$ cat src/rtl/pis_pkg.sv
// Package for the interpolated percentile block.
// Holds the field widths, fixed-point constants and the sequencer state type.
// No dependencies.
package pis_pkg;

    // Field widths.
    localparam int VALUE_W = 32;
    localparam int FRAC_W  = 17;

    // Q1.16 constants: one and one half.
    localparam logic [FRAC_W-1:0] FRAC_ONE  = 17'd65536;
    localparam logic [FRAC_W-1:0] FRAC_HALF = 17'd32768;

    // Sequencer states, one-hot.
    typedef enum logic [8:0] {
        ST_IDLE    = 9'b000000001,
        ST_INS_CMP = 9'b000000010,
        ST_INS_PUT = 9'b000000100,
        ST_POS     = 9'b000001000,
        ST_IDX     = 9'b000010000,
        ST_RD_HI   = 9'b000100000,
        ST_DIFF    = 9'b001000000,
        ST_MUL     = 9'b010000000,
        ST_OUT     = 9'b100000000
    } state_t;

endpackage

$ cat src/rtl/percentile_interpolated_select.sv
// Interpolated percentile over a set of signed Q16.16 values kept sorted in memory.
// A value is written directly into an empty store or dropped by a full one; otherwise
// each stored entry larger than it is moved up one place through the single memory port.
// The final item then runs position, two reads, difference, multiply and output steps,
// waiting while the output register still holds an untaken result. Depends on pis_pkg.
// Reset (rst_n, asynchronous) clears the count, the overflow mark and the output valid.
module percentile_interpolated_select #(
    parameter int MAX_VALUES = 64
) (
    input  logic                         clk,
    input  logic                         rst_n,
    // Configuration: percentile_fraction, Q1.16.
    input  logic                         cfg_wr_en,
    input  logic [pis_pkg::FRAC_W-1:0]   cfg_wr_data,
    // Input stream. tdata: [31:0] sample_value. tlast: last_sample.
    input  logic                         s_axis_tvalid,
    output logic                         s_axis_tready,
    input  logic [pis_pkg::VALUE_W-1:0]  s_axis_tdata,
    input  logic                         s_axis_tlast,
    // Output stream. tdata: [31:0] percentile_value. tuser: [0] overflow_flag.
    output logic                         m_axis_tvalid,
    input  logic                         m_axis_tready,
    output logic [pis_pkg::VALUE_W-1:0]  m_axis_tdata,
    output logic                         m_axis_tuser
);
    import pis_pkg::*;

    localparam int AW     = (MAX_VALUES > 1) ? $clog2(MAX_VALUES) : 1;
    localparam int CW     = $clog2(MAX_VALUES + 1);
    localparam int PW     = FRAC_W + CW + 1;
    localparam int IW     = PW - 16;
    localparam int DIFF_W = VALUE_W + 1;
    localparam int PROD_W = DIFF_W + FRAC_W + 1;
    localparam logic [CW-1:0] MAX_CNT = CW'(MAX_VALUES);

    // Sorted value store.
    logic [VALUE_W-1:0] store_mem [MAX_VALUES];
    logic               wr_en;
    logic [AW-1:0]      wr_addr;
    logic [VALUE_W-1:0] wr_data;
    logic               rd_en;
    logic [AW-1:0]      rd_addr;
    logic [VALUE_W-1:0] rd_data_reg;

    state_t                    state_reg, state_next;
    logic [CW-1:0]             count_reg, count_next;
    logic                      ovf_reg, ovf_next;
    logic [FRAC_W-1:0]         pfrac_reg;
    logic [VALUE_W-1:0]        value_reg, value_next;
    logic                      last_reg, last_next;
    logic [AW-1:0]             k_reg, k_next;
    logic [PW-1:0]             pos_reg, pos_next;
    logic [AW-1:0]             idx_reg, idx_next;
    logic [FRAC_W-1:0]         frac_reg, frac_next;
    logic signed [VALUE_W-1:0] lo_reg, lo_next;
    logic signed [DIFF_W-1:0]  diff_reg, diff_next;
    logic signed [PROD_W-1:0]  prod_reg, prod_next;
    logic                      out_valid_reg, out_valid_next;
    logic [VALUE_W-1:0]        out_data_reg, out_data_next;
    logic                      out_ovf_reg, out_ovf_next;

    logic [FRAC_W-1:0]         p_sat;
    logic [IW-1:0]             idx_raw;
    logic [IW-1:0]             idx_clamp;
    logic [PW-1:0]             base;
    logic [PW-1:0]             pos_rem;
    logic signed [PROD_W-1:0]  rnd;
    logic signed [PROD_W-1:0]  res_wide;
    logic                      s_xfer;
    logic                      out_free;
    state_t                    after_ins;

    assign s_axis_tready = (state_reg == ST_IDLE);
    assign s_xfer        = s_axis_tvalid && s_axis_tready;
    assign out_free      = !out_valid_reg || m_axis_tready;
    assign m_axis_tvalid = out_valid_reg;
    assign m_axis_tdata  = out_data_reg;
    assign m_axis_tuser  = out_ovf_reg;

    // Saturate the requested fraction to one.
    assign p_sat = (pfrac_reg > FRAC_ONE) ? FRAC_ONE : pfrac_reg;

    // Index and fraction from the registered position.
    always_comb
    begin
        idx_raw = pos_reg[PW-1:16];
        if (idx_raw > IW'(count_reg - 1'b1))
            idx_clamp = IW'(count_reg - 1'b1);
        else
            idx_clamp = idx_raw;
        if (idx_clamp < IW'(1))
            idx_clamp = IW'(1);
        base    = {idx_clamp, 16'd0};
        pos_rem = pos_reg - base;
    end

    // Rounded final sum: lo + round((frac * (hi - lo)) / 65536), ties upward.
    assign rnd      = (prod_reg + PROD_W'(signed'(FRAC_HALF))) >>> 16;
    assign res_wide = PROD_W'(lo_reg) + rnd;

    // Sequencer.
    always_comb
    begin
        state_next     = state_reg;
        count_next     = count_reg;
        ovf_next       = ovf_reg;
        value_next     = value_reg;
        last_next      = last_reg;
        k_next         = k_reg;
        pos_next       = pos_reg;
        idx_next       = idx_reg;
        frac_next      = frac_reg;
        lo_next        = lo_reg;
        diff_next      = diff_reg;
        prod_next      = prod_reg;
        out_valid_next = out_valid_reg;
        out_data_next  = out_data_reg;
        out_ovf_next   = out_ovf_reg;
        wr_en          = 1'b0;
        wr_addr        = k_reg;
        wr_data        = value_reg;
        rd_en          = 1'b0;
        rd_addr        = k_reg;
        after_ins      = last_reg ? ST_POS : ST_IDLE;

        // The output register drains independently of the sequencer.
        if (out_valid_reg && m_axis_tready)
            out_valid_next = 1'b0;

        unique case (state_reg)
            ST_IDLE:
            begin
                if (s_xfer)
                begin
                    value_next = s_axis_tdata;
                    last_next  = s_axis_tlast;
                    if (count_reg == MAX_CNT)
                    begin
                        // Store full: drop the value and mark it.
                        ovf_next   = 1'b1;
                        state_next = s_axis_tlast ? ST_POS : ST_IDLE;
                    end
                    else if (count_reg == '0)
                    begin
                        wr_en      = 1'b1;
                        wr_addr    = '0;
                        wr_data    = s_axis_tdata;
                        count_next = CW'(1);
                        state_next = s_axis_tlast ? ST_POS : ST_IDLE;
                    end
                    else
                    begin
                        // Start the shift from the top entry down.
                        rd_en      = 1'b1;
                        rd_addr    = AW'(count_reg - 1'b1);
                        k_next     = AW'(count_reg);
                        count_next = count_reg + 1'b1;
                        state_next = ST_INS_CMP;
                    end
                end
            end
            ST_INS_CMP:
            begin
                wr_en = 1'b1;
                if ($signed(rd_data_reg) > $signed(value_reg))
                begin
                    // Move the larger entry up one place.
                    wr_data = rd_data_reg;
                    k_next  = k_reg - 1'b1;
                    if (k_reg == AW'(1))
                        state_next = ST_INS_PUT;
                    else
                    begin
                        rd_en   = 1'b1;
                        rd_addr = k_reg - AW'(2);
                    end
                end
                else
                    state_next = after_ins;
            end
            ST_INS_PUT:
            begin
                wr_en      = 1'b1;
                state_next = after_ins;
            end
            ST_POS:
            begin
                pos_next   = PW'(p_sat) * PW'(count_reg) + PW'(FRAC_HALF);
                state_next = ST_IDX;
            end
            ST_IDX:
            begin
                idx_next = idx_clamp[AW-1:0];
                if (pos_reg <= base)
                    frac_next = '0;
                else if (pos_rem > PW'(FRAC_ONE))
                    frac_next = FRAC_ONE;
                else
                    frac_next = pos_rem[FRAC_W-1:0];
                rd_en      = 1'b1;
                rd_addr    = idx_clamp[AW-1:0] - 1'b1;
                state_next = ST_RD_HI;
            end
            ST_RD_HI:
            begin
                lo_next    = $signed(rd_data_reg);
                // A single value has no upper neighbor.
                rd_en      = (count_reg > CW'(1));
                rd_addr    = idx_reg;
                state_next = ST_DIFF;
            end
            ST_DIFF:
            begin
                if (count_reg > CW'(1))
                    diff_next = DIFF_W'($signed(rd_data_reg)) - DIFF_W'(lo_reg);
                else
                    diff_next = '0;
                state_next = ST_MUL;
            end
            ST_MUL:
            begin
                prod_next  = PROD_W'($signed({1'b0, frac_reg}) * diff_reg);
                state_next = ST_OUT;
            end
            ST_OUT:
            begin
                if (out_free)
                begin
                    out_valid_next = 1'b1;
                    out_data_next  = res_wide[VALUE_W-1:0];
                    out_ovf_next   = ovf_reg;
                    count_next     = '0;
                    ovf_next       = 1'b0;
                    state_next     = ST_IDLE;
                end
            end
            default:
            begin
                state_next = ST_IDLE;
            end
        endcase
    end

    // Store: one write port and one registered read port.
    always_ff @(posedge clk)
    begin
        if (wr_en)
            store_mem[wr_addr] <= wr_data;
        if (rd_en)
            rd_data_reg <= store_mem[rd_addr];
    end

    // Control registers.
    always_ff @(posedge clk or negedge rst_n)
    begin
        if (!rst_n)
        begin
            state_reg     <= ST_IDLE;
            count_reg     <= '0;
            ovf_reg       <= 1'b0;
            out_valid_reg <= 1'b0;
            pfrac_reg     <= FRAC_HALF;
        end
        else
        begin
            state_reg     <= state_next;
            count_reg     <= count_next;
            ovf_reg       <= ovf_next;
            out_valid_reg <= out_valid_next;
            if (cfg_wr_en)
                pfrac_reg <= cfg_wr_data;
        end
    end

    // Datapath registers.
    always_ff @(posedge clk)
    begin
        value_reg    <= value_next;
        last_reg     <= last_next;
        k_reg        <= k_next;
        pos_reg      <= pos_next;
        idx_reg      <= idx_next;
        frac_reg     <= frac_next;
        lo_reg       <= lo_next;
        diff_reg     <= diff_next;
        prod_reg     <= prod_next;
        out_data_reg <= out_data_next;
        out_ovf_reg  <= out_ovf_next;
    end

endmodule

$ cat config.mk
export PLATFORM = sky130hd
export DESIGN_NAME = percentile_interpolated_select
export DESIGN_NICKNAME = d
export VERILOG_FILES = /design/src/rtl/pis_pkg.sv /design/src/rtl/percentile_interpolated_select.sv
export SDC_FILE = /design/constraint.sdc
export NUM_CORES = 2
export LEC_CHECK = 0
export BUFFER_PORTS_ARGS = -buffer_cell sky130_fd_sc_hd__clkbuf_2
export CORE_MARGIN = 2
export CORE_UTILIZATION = 35
export CTS_CLUSTER_DIAMETER = 150
export DETAILED_ROUTE_END_ITERATION = 8
export RECOVER_POWER = 25
export SLEW_MARGIN = 20
export SYNTH_ARGS = -nofsm -noshare
export SYNTH_HDL_FRONTEND = slang
export SYNTH_SLANG_ARGS = --single-unit
$ cat constraint.sdc
create_clock -name clk -period 7.4 [get_ports clk]
set_input_delay 1.11 -clock clk [delete_from_list [all_inputs] [get_ports clk]]
set_output_delay 1.11 -clock clk [all_outputs]
set_load 0.03 [all_outputs]
==> impl_metrics.tcl <==
set metrics [dict create \
    cts-root-buf "clkbuf_16" \
    rr_endpoint "store_mem[56][18]$_DFFE_PP_" \
    worst_pin_slew_ns 3.30 \
    hold_path.class "input pin to flip-flop" \
    cp.required_ns 7.72 \
    drc 0 \
    wl_per_cell_um 24.3 \
    cts-htree-levels 5 \
    ys_seq_elements 2333 \
    cp.arrival_ns 7.64 \
    path_class "flip-flop to flip-flop" \
    area_growth_pct 14.3 \
    max_freq_mhz 137 \
    start_util_pct 35.2 \
    layout.nets 9563 \
    worstPathMaxFanout 35 \
    start_kind "flip-flop" \
    numPortBuffers 89 \
    antenna_found_initial 31 \
    fp.dieH_um 591 \
    wl_um 326000 \
    rrSetupSlack_ns 0.08 \
    hold_viol_final 0 \
    rsz0062_at_grt "no" \
    avgSynthCellArea_um2 14.7 \
    grt_max_degree 65 \
    hp-start "s_axis_tdata[28]" \
    dp_hpwl_um 214000 \
    drv_cap 26 \
    synth_edf_count 2298 \
    status "finished with violations" \
    cts_sinks 2333 \
    cts_tree "built" \
    min_period_ns 7.32 \
    fp.dieW_um 591 \
    largest_register_ffs 2048 \
    clk_pin_slew_ns 0.06 \
    hold_depth 1 \
    netlist_area_um2 121000 \
    violations "capacitance limit, slew limit" \
    netlist_instances 8207 \
    slew_violations 656 \
    core_area_um2 343000 \
    grt_pass1_wl_um 476000 \
    dr.pass1.iters 7 \
    numCtsBuffers 266 \
    vias 68032 \
    r2r_start "state_reg[3]$_DFFE_PN0P_" \
    synth_nets 9144 \
    finalCritPeriodShare_pct 98.9 \
    grt_remaining_overflow 0 \
    ant_nets 0 \
    max-slew-margin-rel_pct -120 \
    skew_ns 0.112 \
    via_per_inst 5.07 \
    hold_slack_ns 0.442 \
    yosysWarnings 0 \
    whs_endpoint "value_reg[28]$_DFFE_PP_" \
    tns_ns 0 \
    io_pins 90 \
    ys_async_sr_fraction_pct 1.50 \
    place_congestion 0.852 \
    ys_types 80 \
    finalSetupViolCount 0 \
    clockBufferDepth 4 \
    dieArea_um2 349000 \
    first_iter_violations 5346 \
    final_layout_size_suffix_gt1_share_pct 10.6 \
    grt_pass1_vias 70751 \
    synth-seq-area-share_pct 57.9 \
    rr_worst_depth 8 \
    grt_use_total_pct 18.4 \
    row_count 215 \
    synthFlopType "edfxtp_1" \
    endpoint_kind "flip-flop" \
    worstSkewPairLatency_ns 0.93 \
]
[synthesized netlist by cell type (72+ instances only)]
cell      instances  share of area, %
a21oi_1         115              0.48
ha_1            290               3.0
inv_1           729               2.3
edfxtp_1       2298                57
nand2_1         567               1.8
mux2i_1        1958                16
buf_2           182              0.76
xnor2_1         110              0.80
o21ai_0          72              0.30
and2_1          284               1.5
clkbuf_1        142              0.44
fa_1            592               9.8
nor2_1          204              0.63
[stage by stage]
stage | std cells | instance area, um2 | setup slack, ns | util [%]
2_1_floorplan | 8207 | 121000 | 0.830 | -
3_3_place_gp | 12897 | 129000 | 0.0686 | 37.7
3_5_place_dp | 12900 | 129000 | 0.00925 | 37.7
4_1_cts | 13381 | 138000 | 0.110 | 40.3
5_1_grt | 13397 | 138000 | 0.0159 | 40.2
6_report | 13407 | 138000 | 0.0821 | 40.2
[logic make-up (layout without fill, tap and decap cells)]
kind of cell	Yosys count	in the layout	share of synthesized area, %
other cells	0	13	0
buf+inv	1087	1717	3.71
xor+xnor	168	168	1.23
mux	1995	1995	16.8
simple gates	1342	1342	5.33
compound gates	400	400	2.17
fa+ha+maj	882	882	12.8
flops	2333	2333	57.9
[layout make-up]
cell class / count / area (um2)
fillers: 31436 / 205000
flip-flops and latches: 2333 / 69900
multi-input cells: 4787 / 46800
clock buffers: 317 / 6970
well taps: 4557 / 5700
repair buffers: 508 / 4040
inverters: 730 / 2740
clock inverters: 162 / 1640
diodes: 13 / 32.5
[critical path, cell delays in order, from the launching register on]
cell	delay [ns]
dfrtp_1	0.46
or4_1	0.64
nor4_1	0.53
and3_2	0.30
clkbuf_1	1.97
nand2_1	0.88
nand4_1	0.91
nor2_1	0.22
clkbuf_2	0.80
[worst max-delay path by stage]
| stage | slack, ns | cells after the start | to | from |
|---|---|---|---|---|
| global route | 0.02 | 24 | prod_reg[46]$_DFFE_PP_ | diff_reg[21]$_SDFFCE_PP0N_ |
| global placement | 0.07 | 26 | prod_reg[46]$_DFFE_PP_ | frac_reg[3]$_SDFFCE_PP0P_ |
| CTS | 0.11 | 27 | rd_data_reg[19]$_DFFE_PP_ | count_reg[4]$_DFFE_PN0P_ |
| finish | 0.08 | 8 | store_mem[56][18]$_DFFE_PP_ | state_reg[3]$_DFFE_PN0P_ |
| floorplan | 0.83 | 27 | prod_reg[46]$_DFFE_PP_ | diff_reg[12]$_SDFFCE_PP0N_ |
| detailed placement | 0.009 | 26 | prod_reg[46]$_DFFE_PP_ | frac_reg[3]$_SDFFCE_PP0P_ |
[cell usage in the layout, fill, tap and decap left out, types with 62 or more instances in the layout]
cell type  netlist  final
inv_1          729    729
nand2_1        567    535
buf_4           11    311
clkbuf_1       142    151
a21oi_1        115    111
mux2i_1       1958   1955
fa_1           592    592
o21ai_0         72     73
xnor2_1        110    110
nor2_1         204    160
clkinv_1         0     62
clkbuf_16        0    271
ha_1           290    290
and2_1         284    276
edfxtp_1      2298   2298
[repair_timing]
| item | in CTS | in global routing |
|---|---|---|
| pin swaps | 1 | 1 |
| gates cloned | 0 | 0 |
| hold buffers | 0 | 0 |
| endpoints found under the setup margin | 1 | 37 |
| resized for setup | 0 | 8 |
| setup buffers | 2 | 12 |
[routing by layer]
layer | track usage (%) | wire, um | up-vias | part of all wire (%)
li1 | - | - | 30326 | -
met1 | 24.0 | 137000 | 35395 | 42
met2 | 32.1 | 162000 | 1812 | 50
met3 | 1.72 | 15100 | 495 | 4.6
met4 | 6.34 | 11800 | 4 | 3.6
met5 | 0 | 21 | - | 0.0065
Power is left out: the tool's default activity adds up to more than one toggle a clock period on the data nets, which glitch-free logic cannot reach.
